### config.mk
export PLATFORM = sky130hd
export DESIGN_NAME = rc_pwm_pulse_capture_top
export DESIGN_NICKNAME = d
export VERILOG_FILES = /design/src/rtl/core/rcpwm_pkg.sv /design/src/rtl/core/rc_pwm_pulse_capture_top.sv
export SDC_FILE = /design/constraint.sdc
export NUM_CORES = 2
export LEC_CHECK = 0
export BUFFER_PORTS_ARGS = -buffer_cell sky130_fd_sc_hd__buf_2
export CAP_MARGIN = 20
export CORE_UTILIZATION = 55
export CTS_BUF_LIST = sky130_fd_sc_hd__clkbuf_8
export CTS_CLUSTER_SIZE = 24
export DETAILED_ROUTE_END_ITERATION = 10
export GPL_ROUTABILITY_DRIVEN = 0
export PLACE_DENSITY = 0.77
export SKIP_LAST_GASP = 1
export SYNTH_ARGS = -nofsm -noshare
export SYNTH_HDL_FRONTEND = slang
export SYNTH_SLANG_ARGS = --single-unit
### constraint.sdc
create_clock -name clk -period 8.4 [get_ports clk]
set_input_delay 1.68 -clock clk [delete_from_list [all_inputs] [get_ports clk]]
set_output_delay 1.68 -clock clk [all_outputs]
set_load 0.02 [all_outputs]
### src/rtl/core/rcpwm_pkg.sv
`timescale 1ns / 1ps
// ----------------------------------------------------------------------------
// rcpwm_pkg
// Shared constants and codes for the rc pwm pulse capture block.
// ----------------------------------------------------------------------------
package rcpwm_pkg;

  // channel count and the throttle channel
  localparam int NUM_CHANNELS     = 8;
  localparam int THROTTLE_CHANNEL = 2;

  // index width into the per-channel state
  localparam int IDX_W = (NUM_CHANNELS > 1) ? $clog2(NUM_CHANNELS) : 1;

  // field widths
  localparam int CMD_W    = 2;
  localparam int CHAN_W   = 4;
  localparam int STAMP_W  = 32;
  localparam int PULSE_W  = 16;
  localparam int STATUS_W = 2;
  localparam int ENABLE_W = 8;
  localparam int CFG_IDX_W  = 3;
  localparam int CFG_DATA_W = 32;

  // register reset values
  localparam logic [PULSE_W-1:0] PULSE_MIN_RST    = 16'd750;
  localparam logic [PULSE_W-1:0] PULSE_MAX_RST    = 16'd2250;
  localparam logic [STAMP_W-1:0] LOST_TIMEOUT_RST = 32'd100000;
  localparam logic [PULSE_W-1:0] MID_VALUE_RST    = 16'd1500;
  localparam logic [PULSE_W-1:0] THROTTLE_LOW_RST = 16'd1000;

  // register indexes
  localparam logic [CFG_IDX_W-1:0] REG_ENABLE_MASK  = 3'd0;
  localparam logic [CFG_IDX_W-1:0] REG_PULSE_MIN    = 3'd1;
  localparam logic [CFG_IDX_W-1:0] REG_PULSE_MAX    = 3'd2;
  localparam logic [CFG_IDX_W-1:0] REG_LOST_TIMEOUT = 3'd3;
  localparam logic [CFG_IDX_W-1:0] REG_MID_VALUE    = 3'd4;
  localparam logic [CFG_IDX_W-1:0] REG_THROTTLE_LOW = 3'd5;

  // command codes
  typedef enum logic [CMD_W-1:0] {
    CMD_EDGE = 2'd0,
    CMD_POLL = 2'd1,
    CMD_READ = 2'd2
  } cmd_t;

  // poll answers
  typedef enum logic [STATUS_W-1:0] {
    STATUS_LOST     = 2'd0,
    STATUS_RECEIVED = 2'd1,
    STATUS_IDLE     = 2'd2
  } status_t;

endpackage

### src/rtl/core/rc_pwm_pulse_capture_top.sv
`timescale 1ns / 1ps
// ----------------------------------------------------------------------------
// rc_pwm_pulse_capture_top
// Path: input register, then result register. Throughput: one item per
// cycle while the result channel does not stall, set by the per-channel
// compare and update behind the input register.
// Reset: synchronous, active low; registers take their defaults, channels
// are cleared and no result is pending.
// ----------------------------------------------------------------------------
module rc_pwm_pulse_capture_top (
  input  logic                                clk,
  input  logic                                rst_n,
  // input channel
  input  logic                                in_valid,
  output logic                                in_stall,
  input  logic [rcpwm_pkg::CMD_W-1:0]         in_cmd,
  input  logic [rcpwm_pkg::CHAN_W-1:0]        in_chan,
  input  logic                                in_level,
  input  logic [rcpwm_pkg::STAMP_W-1:0]       in_stamp,
  // result channel
  output logic                                out_valid,
  input  logic                                out_stall,
  output logic [rcpwm_pkg::STATUS_W-1:0]      out_status,
  output logic [rcpwm_pkg::PULSE_W-1:0]       out_width_value,
  // configuration write
  input  logic                                cfg_valid,
  output logic                                cfg_ready,
  input  logic [rcpwm_pkg::CFG_IDX_W-1:0]     cfg_index,
  input  logic [rcpwm_pkg::CFG_DATA_W-1:0]    cfg_data
);

  localparam int NCH = rcpwm_pkg::NUM_CHANNELS;

  // configuration registers
  logic [rcpwm_pkg::ENABLE_W-1:0] enable_mask_r;
  logic [rcpwm_pkg::PULSE_W-1:0]  pulse_min_r;
  logic [rcpwm_pkg::PULSE_W-1:0]  pulse_max_r;
  logic [rcpwm_pkg::STAMP_W-1:0]  lost_timeout_r;
  logic [rcpwm_pkg::PULSE_W-1:0]  mid_value_r;
  logic [rcpwm_pkg::PULSE_W-1:0]  throttle_low_r;

  // per-channel state
  logic [rcpwm_pkg::STAMP_W-1:0] rise_time_r      [NCH];
  logic [rcpwm_pkg::STAMP_W-1:0] last_good_time_r [NCH];
  logic [rcpwm_pkg::PULSE_W-1:0] pulse_width_r    [NCH];
  logic [NCH-1:0]                fresh_r;

  logic [rcpwm_pkg::STAMP_W-1:0] rise_time_nxt      [NCH];
  logic [rcpwm_pkg::STAMP_W-1:0] last_good_time_nxt [NCH];
  logic [rcpwm_pkg::PULSE_W-1:0] pulse_width_nxt    [NCH];
  logic [NCH-1:0]                fresh_nxt;

  // input register
  logic                           in_vld_r;
  logic [rcpwm_pkg::CMD_W-1:0]    cmd_r;
  logic [rcpwm_pkg::CHAN_W-1:0]   chan_r;
  logic                           level_r;
  logic [rcpwm_pkg::STAMP_W-1:0]  stamp_r;

  // result register
  logic                            out_vld_r;
  logic [rcpwm_pkg::STATUS_W-1:0]  out_status_r;
  logic [rcpwm_pkg::PULSE_W-1:0]   out_width_r;

  // combinational results
  logic                            has_res;
  logic [rcpwm_pkg::STATUS_W-1:0]  res_status;
  logic [rcpwm_pkg::PULSE_W-1:0]   res_width;
  logic                            out_take;
  logic                            adv;
  logic                            cfg_wr;

  logic [NCH-1:0]                  en_vec;
  logic [NCH-1:0]                  lost_vec;
  logic [rcpwm_pkg::IDX_W-1:0]     idx;
  logic                            chan_in_range;
  logic                            chan_en;
  logic [rcpwm_pkg::STAMP_W-1:0]   edge_width;
  logic [rcpwm_pkg::PULSE_W-1:0]   chan_dflt;

  // handshake
  assign cfg_ready = 1'b1;
  assign cfg_wr    = cfg_valid && cfg_ready;
  assign out_take  = !out_vld_r || !out_stall;
  assign adv       = in_vld_r && (!has_res || out_take);
  assign in_stall  = in_vld_r && !adv;

  assign out_valid       = out_vld_r;
  assign out_status      = out_status_r;
  assign out_width_value = out_width_r;

  // channel decode
  assign idx           = chan_r[rcpwm_pkg::IDX_W-1:0];
  assign chan_in_range = (int'(chan_r) < NCH);
  assign chan_en       = chan_in_range && en_vec[idx];
  assign chan_dflt     = (int'(chan_r) == rcpwm_pkg::THROTTLE_CHANNEL) ?
                         throttle_low_r : mid_value_r;
  assign edge_width    = stamp_r - rise_time_r[idx];

  // enable and lost flags per channel
  always_comb begin
    for (int c = 0; c < NCH; c++) begin
      en_vec[c]   = (c < rcpwm_pkg::ENABLE_W) ?
                    enable_mask_r[c % rcpwm_pkg::ENABLE_W] : 1'b0;
      lost_vec[c] = en_vec[c] && ((last_good_time_r[c] == '0) ||
                    ((stamp_r - last_good_time_r[c]) > lost_timeout_r));
    end
  end

  // item processing: state next values and result
  always_comb begin
    logic any_en;
    logic stop;
    logic any_fresh;
    rise_time_nxt      = rise_time_r;
    last_good_time_nxt = last_good_time_r;
    pulse_width_nxt    = pulse_width_r;
    fresh_nxt          = fresh_r;
    has_res            = 1'b0;
    res_status         = rcpwm_pkg::STATUS_LOST;
    res_width          = '0;
    any_en             = 1'b0;
    stop               = 1'b0;
    any_fresh          = 1'b0;
    unique case (rcpwm_pkg::cmd_t'(cmd_r))
      rcpwm_pkg::CMD_EDGE: begin
        if (chan_en) begin
          if (level_r) begin
            rise_time_nxt[idx] = stamp_r;
          end else if (rise_time_r[idx] != '0) begin
            if ((edge_width >= {16'd0, pulse_min_r}) &&
                (edge_width <= {16'd0, pulse_max_r})) begin
              pulse_width_nxt[idx]    = edge_width[rcpwm_pkg::PULSE_W-1:0];
              last_good_time_nxt[idx] = stamp_r;
              fresh_nxt[idx]          = 1'b1;
            end
          end
        end
      end
      rcpwm_pkg::CMD_POLL: begin
        has_res = 1'b1;
        // walk in channel order, clearing flags until the first lost one
        for (int c = 0; c < NCH; c++) begin
          if (en_vec[c]) begin
            any_en = 1'b1;
            if (lost_vec[c]) begin
              stop = 1'b1;
            end
            if (!stop) begin
              any_fresh    = any_fresh | fresh_r[c];
              fresh_nxt[c] = 1'b0;
            end
          end
        end
        if (!any_en || stop) begin
          res_status = rcpwm_pkg::STATUS_LOST;
        end else if (any_fresh) begin
          res_status = rcpwm_pkg::STATUS_RECEIVED;
        end else begin
          res_status = rcpwm_pkg::STATUS_IDLE;
        end
      end
      rcpwm_pkg::CMD_READ: begin
        has_res = 1'b1;
        if (!chan_in_range) begin
          res_width = mid_value_r;
        end else if (!chan_en) begin
          res_width = chan_dflt;
        end else begin
          res_width = pulse_width_r[idx];
        end
      end
      default: begin
        has_res = 1'b0;
      end
    endcase
  end

  // configuration registers
  always_ff @(posedge clk) begin
    if (!rst_n) begin
      enable_mask_r  <= '0;
      pulse_min_r    <= rcpwm_pkg::PULSE_MIN_RST;
      pulse_max_r    <= rcpwm_pkg::PULSE_MAX_RST;
      lost_timeout_r <= rcpwm_pkg::LOST_TIMEOUT_RST;
      mid_value_r    <= rcpwm_pkg::MID_VALUE_RST;
      throttle_low_r <= rcpwm_pkg::THROTTLE_LOW_RST;
    end else if (cfg_wr) begin
      unique case (cfg_index)
        rcpwm_pkg::REG_ENABLE_MASK:  enable_mask_r  <= cfg_data[rcpwm_pkg::ENABLE_W-1:0];
        rcpwm_pkg::REG_PULSE_MIN:    pulse_min_r    <= cfg_data[rcpwm_pkg::PULSE_W-1:0];
        rcpwm_pkg::REG_PULSE_MAX:    pulse_max_r    <= cfg_data[rcpwm_pkg::PULSE_W-1:0];
        rcpwm_pkg::REG_LOST_TIMEOUT: lost_timeout_r <= cfg_data;
        rcpwm_pkg::REG_MID_VALUE:    mid_value_r    <= cfg_data[rcpwm_pkg::PULSE_W-1:0];
        rcpwm_pkg::REG_THROTTLE_LOW: throttle_low_r <= cfg_data[rcpwm_pkg::PULSE_W-1:0];
        default: begin
        end
      endcase
    end
  end

  // channel state: cleared on reset and on an enable mask write
  always_ff @(posedge clk) begin
    if (!rst_n) begin
      for (int c = 0; c < NCH; c++) begin
        rise_time_r[c]      <= '0;
        last_good_time_r[c] <= '0;
        pulse_width_r[c]    <= (c == rcpwm_pkg::THROTTLE_CHANNEL) ?
                               rcpwm_pkg::THROTTLE_LOW_RST : rcpwm_pkg::MID_VALUE_RST;
      end
      fresh_r <= '0;
    end else if (cfg_wr && (cfg_index == rcpwm_pkg::REG_ENABLE_MASK)) begin
      for (int c = 0; c < NCH; c++) begin
        rise_time_r[c]      <= '0;
        last_good_time_r[c] <= '0;
        pulse_width_r[c]    <= (c == rcpwm_pkg::THROTTLE_CHANNEL) ?
                               throttle_low_r : mid_value_r;
      end
      fresh_r <= '0;
    end else if (adv) begin
      rise_time_r      <= rise_time_nxt;
      last_good_time_r <= last_good_time_nxt;
      pulse_width_r    <= pulse_width_nxt;
      fresh_r          <= fresh_nxt;
    end
  end

  // input register valid
  always_ff @(posedge clk) begin
    if (!rst_n) begin
      in_vld_r <= 1'b0;
    end else if (in_valid && !in_stall) begin
      in_vld_r <= 1'b1;
    end else if (adv) begin
      in_vld_r <= 1'b0;
    end
  end

  // input register payload
  always_ff @(posedge clk) begin
    if (in_valid && !in_stall) begin
      cmd_r   <= in_cmd;
      chan_r  <= in_chan;
      level_r <= in_level;
      stamp_r <= in_stamp;
    end
  end

  // result register valid
  always_ff @(posedge clk) begin
    if (!rst_n) begin
      out_vld_r <= 1'b0;
    end else if (adv && has_res) begin
      out_vld_r <= 1'b1;
    end else if (!out_stall) begin
      out_vld_r <= 1'b0;
    end
  end

  // result register payload
  always_ff @(posedge clk) begin
    if (adv && has_res) begin
      out_status_r <= res_status;
      out_width_r  <= res_width;
    end
  end

endmodule
Word-level counts from Yosys, hierarchy flattened --
Cells that the tools add are included.
Word-level totals: register bits 811, bits of input ports 79, output and inout port bits 21, word-level logic and storage cells 305
Operators by class: add/subtract/negate cells 9, magnitude comparators 15, eq/ne operators 30, mux-type cells 121, bitwise logic cells 12, reductions and logical operators 72
Operator list (number):
- 2-to-1 mux 128 bit | 7
- bitwise mux 256 bit | 2
- subtractor 32 bit | 9
- > comparator 32 bit | 8
- zero test 32 bit | 8
- bitwise mux 128 bit | 1
- binary-select mux 32 bit (select 3 bit) | 1
- demux 32 bit (select 3 bit) | 1
- 2-to-1 mux 16 bit | 6
- 2-to-1 mux 32 bit | 3
- 2-to-1 mux 1 bit | 90
- AND reduction 8 bit | 8
- binary-select mux 16 bit (select 3 bit) | 1
- demux 16 bit (select 3 bit) | 1
- != test 2 bit, second input constant | 20
- >= comparator 32 x 16 -> 1 bit | 1
- less-or-equal comparator 32 x 16 -> 1 bit | 1
- 2-to-1 mux 8 bit | 4
- nonzero test 32 bit | 1
- logical AND 1 bit | 17
- case mux 8 bit (2 select lines) | 1
- nonzero test 2 bit | 7
- AND reduction 2 bit | 6
- AND reduction 6 bit | 2
- other kinds (25) | 53

Depth between registers and ports, before layout --
word-level depth 40, mapped depth 31, mapped depth without buffers 27

Least setup slack after synthesis --
No wires, ideal clock.
kind register to register, from register chan_r[0] (netlist name), to register pulse_width_r[100] (netlist name), setup time 0.122 ns, data arrival time 6.029 ns, data required time 8.278 ns, path slack 2.249 ns, cell stages (with the launch flop) 31, path buffers 7, period minus slack after synthesis 6.151 ns, cells stage by stage edfxtp_1 > buf_2 > buf_2 > clkbuf_1 > buf_2 > nand2_1 > nand2_1 > ha_1 > inv_1 > fa_1 > a211oi_1 > o21a_1 > o21ai_0 > a21oi_1 > o21bai_1 > a21oi_1 > xnor2_1 > ha_1 > and4_1 > a221oi_1 > o221ai_1 > o21ai_0 > and3_1 > nand4_1 > or4b_4 > buf_6 > nor3_2 > buf_4 > buf_6 > nor2_1 > a311o_1
On the way: longest elaborated chain between the ends 13, elaborated cells between the ends (all ways) 30, those cells by class add/sub: 1; order compare: 5; mux: 15; bitwise: 1; reduce/logical: 8
Ends and longest elaborated chain:
- from (decl) | line rc_pwm_pulse_capture_top.sv:56 | logic [rcpwm_pkg::CHAN_W-1:0] chan_r;
- from (signal assigned) | line rc_pwm_pulse_capture_top.sv:243 | chan_r <= in_chan;
- branches (longest 13 deep; another with subtractor 32 bit)
- to (signal, indexed assignment) | line rc_pwm_pulse_capture_top.sv:208 | pulse_width_r[c] <= (c == rcpwm_pkg::THROTTLE_CHANNEL) ?
- to (signal, indexed assignment) | line rc_pwm_pulse_capture_top.sv:216 | pulse_width_r[c] <= (c == rcpwm_pkg::THROTTLE_CHANNEL) ?
- to (signal assigned) | line rc_pwm_pulse_capture_top.sv:223 | pulse_width_r <= pulse_width_nxt;
- to (decl) | line rc_pwm_pulse_capture_top.sv:45 | logic [rcpwm_pkg::PULSE_W-1:0] pulse_width_r [NCH];
Parallel ways; which one is timed is not known. The select of a mux whose other input is x is not followed. A chain may end at the register's enable or synchronous reset.

Final worst setup path --
from register stamp_r[0] (netlist name), to register out_status_r, in the netlist out_status[0] (data pin)
On the way: longest elaborated chain between the ends 40, elaborated cells between the ends (all ways) 100, those cells by class add/sub: 8; order compare: 8; mux: 59; bitwise: 7; reduce/logical: 18
Ends and longest elaborated chain:
- from (decl) | line rc_pwm_pulse_capture_top.sv:58 | logic [rcpwm_pkg::STAMP_W-1:0] stamp_r;
- from (signal assigned) | line rc_pwm_pulse_capture_top.sv:245 | stamp_r <= in_stamp;
- subtractor 32 bit | line rc_pwm_pulse_capture_top.sv:106 | ((stamp_r - last_good_time_r[c]) > lost_timeout_r));
- > comparator 32 bit | line rc_pwm_pulse_capture_top.sv:106
- logical OR 1 bit | line rc_pwm_pulse_capture_top.sv:105 | lost_vec[c] = en_vec[c] && ((last_good_time_r[c] == '0) ||
- logical AND 1 bit | line rc_pwm_pulse_capture_top.sv:105
- 2-to-1 mux 1 bit | line rc_pwm_pulse_capture_top.sv:146 | if (lost_vec[c]) begin
- 2-to-1 mux 1 bit | line rc_pwm_pulse_capture_top.sv:144 | if (en_vec[c]) begin
- 2-to-1 mux 1 bit | line rc_pwm_pulse_capture_top.sv:125 | unique case (rcpwm_pkg::cmd_t'(cmd_r))
- 2-to-1 mux 1 bit | line rc_pwm_pulse_capture_top.sv:144
- [24 not listed]
- 2-to-1 mux 1 bit (on tied branches) | line rc_pwm_pulse_capture_top.sv:149, rc_pwm_pulse_capture_top.sv:144
- 2-to-1 mux 1 bit (on tied branches) | line rc_pwm_pulse_capture_top.sv:144, rc_pwm_pulse_capture_top.sv:146
- 2-to-1 mux 1 bit (on tied branches) | line rc_pwm_pulse_capture_top.sv:125, rc_pwm_pulse_capture_top.sv:144
- bitwise OR 1 bit / 2-to-1 mux 1 bit (equally long branches) | line rc_pwm_pulse_capture_top.sv:150, rc_pwm_pulse_capture_top.sv:125
- 2-to-1 mux 1 bit (on tied branches) | line rc_pwm_pulse_capture_top.sv:149, rc_pwm_pulse_capture_top.sv:144
- 2-to-1 mux 1 bit (on tied branches) | line rc_pwm_pulse_capture_top.sv:144, rc_pwm_pulse_capture_top.sv:125
- 2-to-1 mux 1 bit / logical OR 1 bit (equally long branches) | line rc_pwm_pulse_capture_top.sv:125, rc_pwm_pulse_capture_top.sv:155
- 2-to-1 mux 2 bit / OR reduction 2 bit (equally long branches)
- to (signal assigned) | line rc_pwm_pulse_capture_top.sv:263 | out_status_r <= res_status;
- to (decl) | line rc_pwm_pulse_capture_top.sv:62 | logic [rcpwm_pkg::STATUS_W-1:0] out_status_r;
Several ways; a longest one is shown, not always the timed one. The select of a mux whose other input is x is not followed.

==> results.cfg <==
[final_layout]
regArea_sq_mm = 0.01681
area_growth_pct = 8.543
multi_input_area_sq_mm = 0.03378
final_cell_mix = nand2_1 (968), dfxtp_1 (754), ha_1 (570)
layout_commonest_cell = nand2_1
drive_above_1_share = 0.08516
fillCellCount = 8289
final_nets = 7165

[floorplanning]
start_util = 0.5589
die_area_sq_mm = 0.09837
coreArea_sq_mm = 0.09558
fp-row-count = 113
ioPinCount = 100
die_h_microns = 313.6
die_w_microns = 313.6

[cts]
clock_path_buffers = 3
cts_sinks = 811
cts.repair.resized = 0
postCtsSetupBuffers = 0
holdBufCountCts = 0
htreeDepth = 4
cts_buffers = 141
worstSkewPairLatency_ns = 0.89
cts.clk_slew.worst_paths_ns = 0.07
clockRootBuffer = clkbuf_8
tritoncts = built

[sta]
relSlewSlack = 0.07278
finalSetupTns_ns = 0
timing.final.hold_violations = 0
fin_skew_ns = 0.07108
drv_slew = 0
fmax_mhz = 129.5
worstMarginPinSlew_ns = 1.356
period_share = 0.9191
min_period_ns = 7.721
setup-violations-final = 0
rsz0062_at_grt = no

[grt]
grt_max_degree = 195
grt_use_total = 0.3480
overflow = 0
grt_pass1_vias = 46270
grt_pass1_wl_microns = 266700
antenna_found_initial = 4

[synth]
netlist_instances = 6467
yosysUniqueCellTypes = 86
dominantRegCellSynth = dfxtp_1
synth_top_area_share = 0.2826
async_reset_ff_frac = 0
synth_top_cell_by_area = dfxtp_1
ys_top_cells_by_area = dfxtp_1 (28%), ha_1 (13%), nand2_1 (6.8%)
ys.warnings.count = 0
synth_nets = 7125
avgSynthCellArea_sq_um = 8.260
synth_seq_cells = 811
netlist_area_sq_mm = 0.05342
synth_edf_count = 57
ys_seq_area_frac = 0.3146

[critical_path]
critPathBufInv = 3
worst-setup-path-type = reg -> reg
path_max_fanout = 17
max_stage_delay_ns = 0.90
crit_required_ns = 9.06
cp_top_family = compound AO/OA/AOI/OAI gates
critPathArrivalTime_ns = 8.38
start_kind = flip-flop
cp_slowest_cell = a2111oi_0
cp-end-kind = flip-flop
worstPathCellList = inv_1 -> buf_4 -> ha_1 -> inv_1 -> fa_1 -> a21oi_1 -> o22ai_1 -> o41a_1 -> a211oi_1 -> o21ai_0 -> a2111oi_0 -> nor3_1 -> nand3b_1 -> a41o_1 -> a21oi_1 -> xnor2_1 -> ha_1 -> a21o_1 -> a2111oi_0 -> o21ai_0 -> a32oi_1 -> nand3_1 -> o211ai_1 -> nor4b_1

[status]
status = complete, no violations

[drt]
drt_iter0_drc = 6315
via_per_inst = 6.375
routedWlPerCell_microns = 22.41
drt-total-wl_microns = 176600
drc = 0
drt_first_pass_iters = 7
ant_nets = 0
vias = 50220

[job]
cap_violations = 0

[power_and_ir_drop]
finalPower_uw = 9521
p_per_area_mw_per_mm2 = 164.2
vdd_drop_max_uv = 154.5
p_leak_uw = 0.02166

[placement]
port_buffers = 98
dp_hpwl_microns = 118900

[hold_path]
hold_path_class = reg -> reg
## routing by layer
layer  vias to the layer above  track usage  wire length (microns)
li1                      23210            -                      -
met3                       588      0.08543                  21660
met5                         -            0                     39
met4                         6       0.1748                   9075
met1                     23540       0.4686                  72610
met2                      2876       0.5165                  73200
## area by class of cell
class / count / share of cell area
tap: 1265 / 0.02730
clock buffer: 164 / 0.03893
clock inverter: 83 / 0.01085
antenna: 2 / 0.00008632
multi-input combinational: 4963 / 0.5826
inverter: 369 / 0.02389
timing repair buffer: 221 / 0.02646
sequential: 811 / 0.2899
## cells in the mapped netlist (all sizes together), types with 116 or more instances
library cell and number:
a211oi 116, a21o 153, a21oi 528, clkbuf 233, dfxtp 754, ha 570
inv 368, mux2i 296, nand2 970, nor2 541, nor3 188, o21ai 209
xnor2 163
## worst reg2reg max path, stage by stage, from the launching register on
cell and delay (ns):
edfxtp_1 0.73, inv_1 0.21, buf_4 0.22, ha_1 0.19, inv_1 0.05, fa_1 0.42, a21oi_1 0.27, o22ai_1 0.15
o41a_1 0.38, a211oi_1 0.22, o21ai_0 0.25, a2111oi_0 0.90, nor3_1 0.18, nand3b_1 0.25, a41o_1 0.23, a21oi_1 0.17
xnor2_1 0.15, ha_1 0.27, a21o_1 0.16, a2111oi_0 0.44, o21ai_0 0.15, a32oi_1 0.65, nand3_1 0.32, o211ai_1 0.29
nor4b_1 0.30
## worst paths after layout
path	startpoint	to	slack, ns	cells past startpoint
worst min register to register	rise_time_r[72]$_SDFFE_PP0P_	rise_time_r[72]$_SDFFE_PP0P_	0.45	2
worst max-delay path	stamp_r[0]$_DFFE_PP_	out_status[0]$_SDFFCE_PP0P_	0.68	24
worst min-delay path	rise_time_r[72]$_SDFFE_PP0P_	rise_time_r[72]$_SDFFE_PP0P_	0.45	2
worst max register to register	stamp_r[0]$_DFFE_PP_	out_status[0]$_SDFFCE_PP0P_	0.68	24
## flip-flops by register name, indices dropped and copies added (netlist names), 2 cells and up
signal and count:
cmd_r 2, chan_r 4, en_vec 8, stamp_r 32
pulse_min_r 16, fresh_r 8, pulse_width_r 128, lost_timeout_r 32
rise_time_r 256, out_width_value 16, mid_value_r 16, last_good_time_r 256
out_status 2, throttle_low_r 16, pulse_max_r 16
## metrics by stage
step / instance area [sq um] / hold slack, ns / setup slack [ns] / std cells / utilization
floorplan: 53420 / 0.4319 / 2.249 / 6467 / -
global placement: 55070 / 0.4372 / 1.037 / 7627 / 0.5762
detailed placement: 55070 / 0.4446 / 1.037 / 7627 / 0.5762
CTS: 57950 / 0.4527 / 0.9676 / 7874 / 0.6064
global route: 57980 / 0.4677 / 0.2973 / 7877 / 0.6066
finish: 57980 / 0.4526 / 0.6793 / 7878 / 0.6066
## kinds of logic (layout without fill, tap and decap cells)
logic type	Yosys count	in the layout	share of synthesized area
and+or+nand+nor	2217	2217	0.1853
AOI/OAI and AO/OA	1575	1575	0.1947
DFF	811	811	0.3146
buffers and inverters	693	837	0.05523
adders and majority gates	579	579	0.1369
muxes	355	355	0.07444
xor gates and xnor gates	236	236	0.03870
other	1	3	0.00007020
## power by group
part	internal, uW	switching, uW	leakage (uW)
Clock	2010	1800	0.00162
Sequential	3940	51.0	0.00663
Combinational	648	1070	0.0134
Total	6600	2920	0.0217
Power figures use the tool's default switching activity.
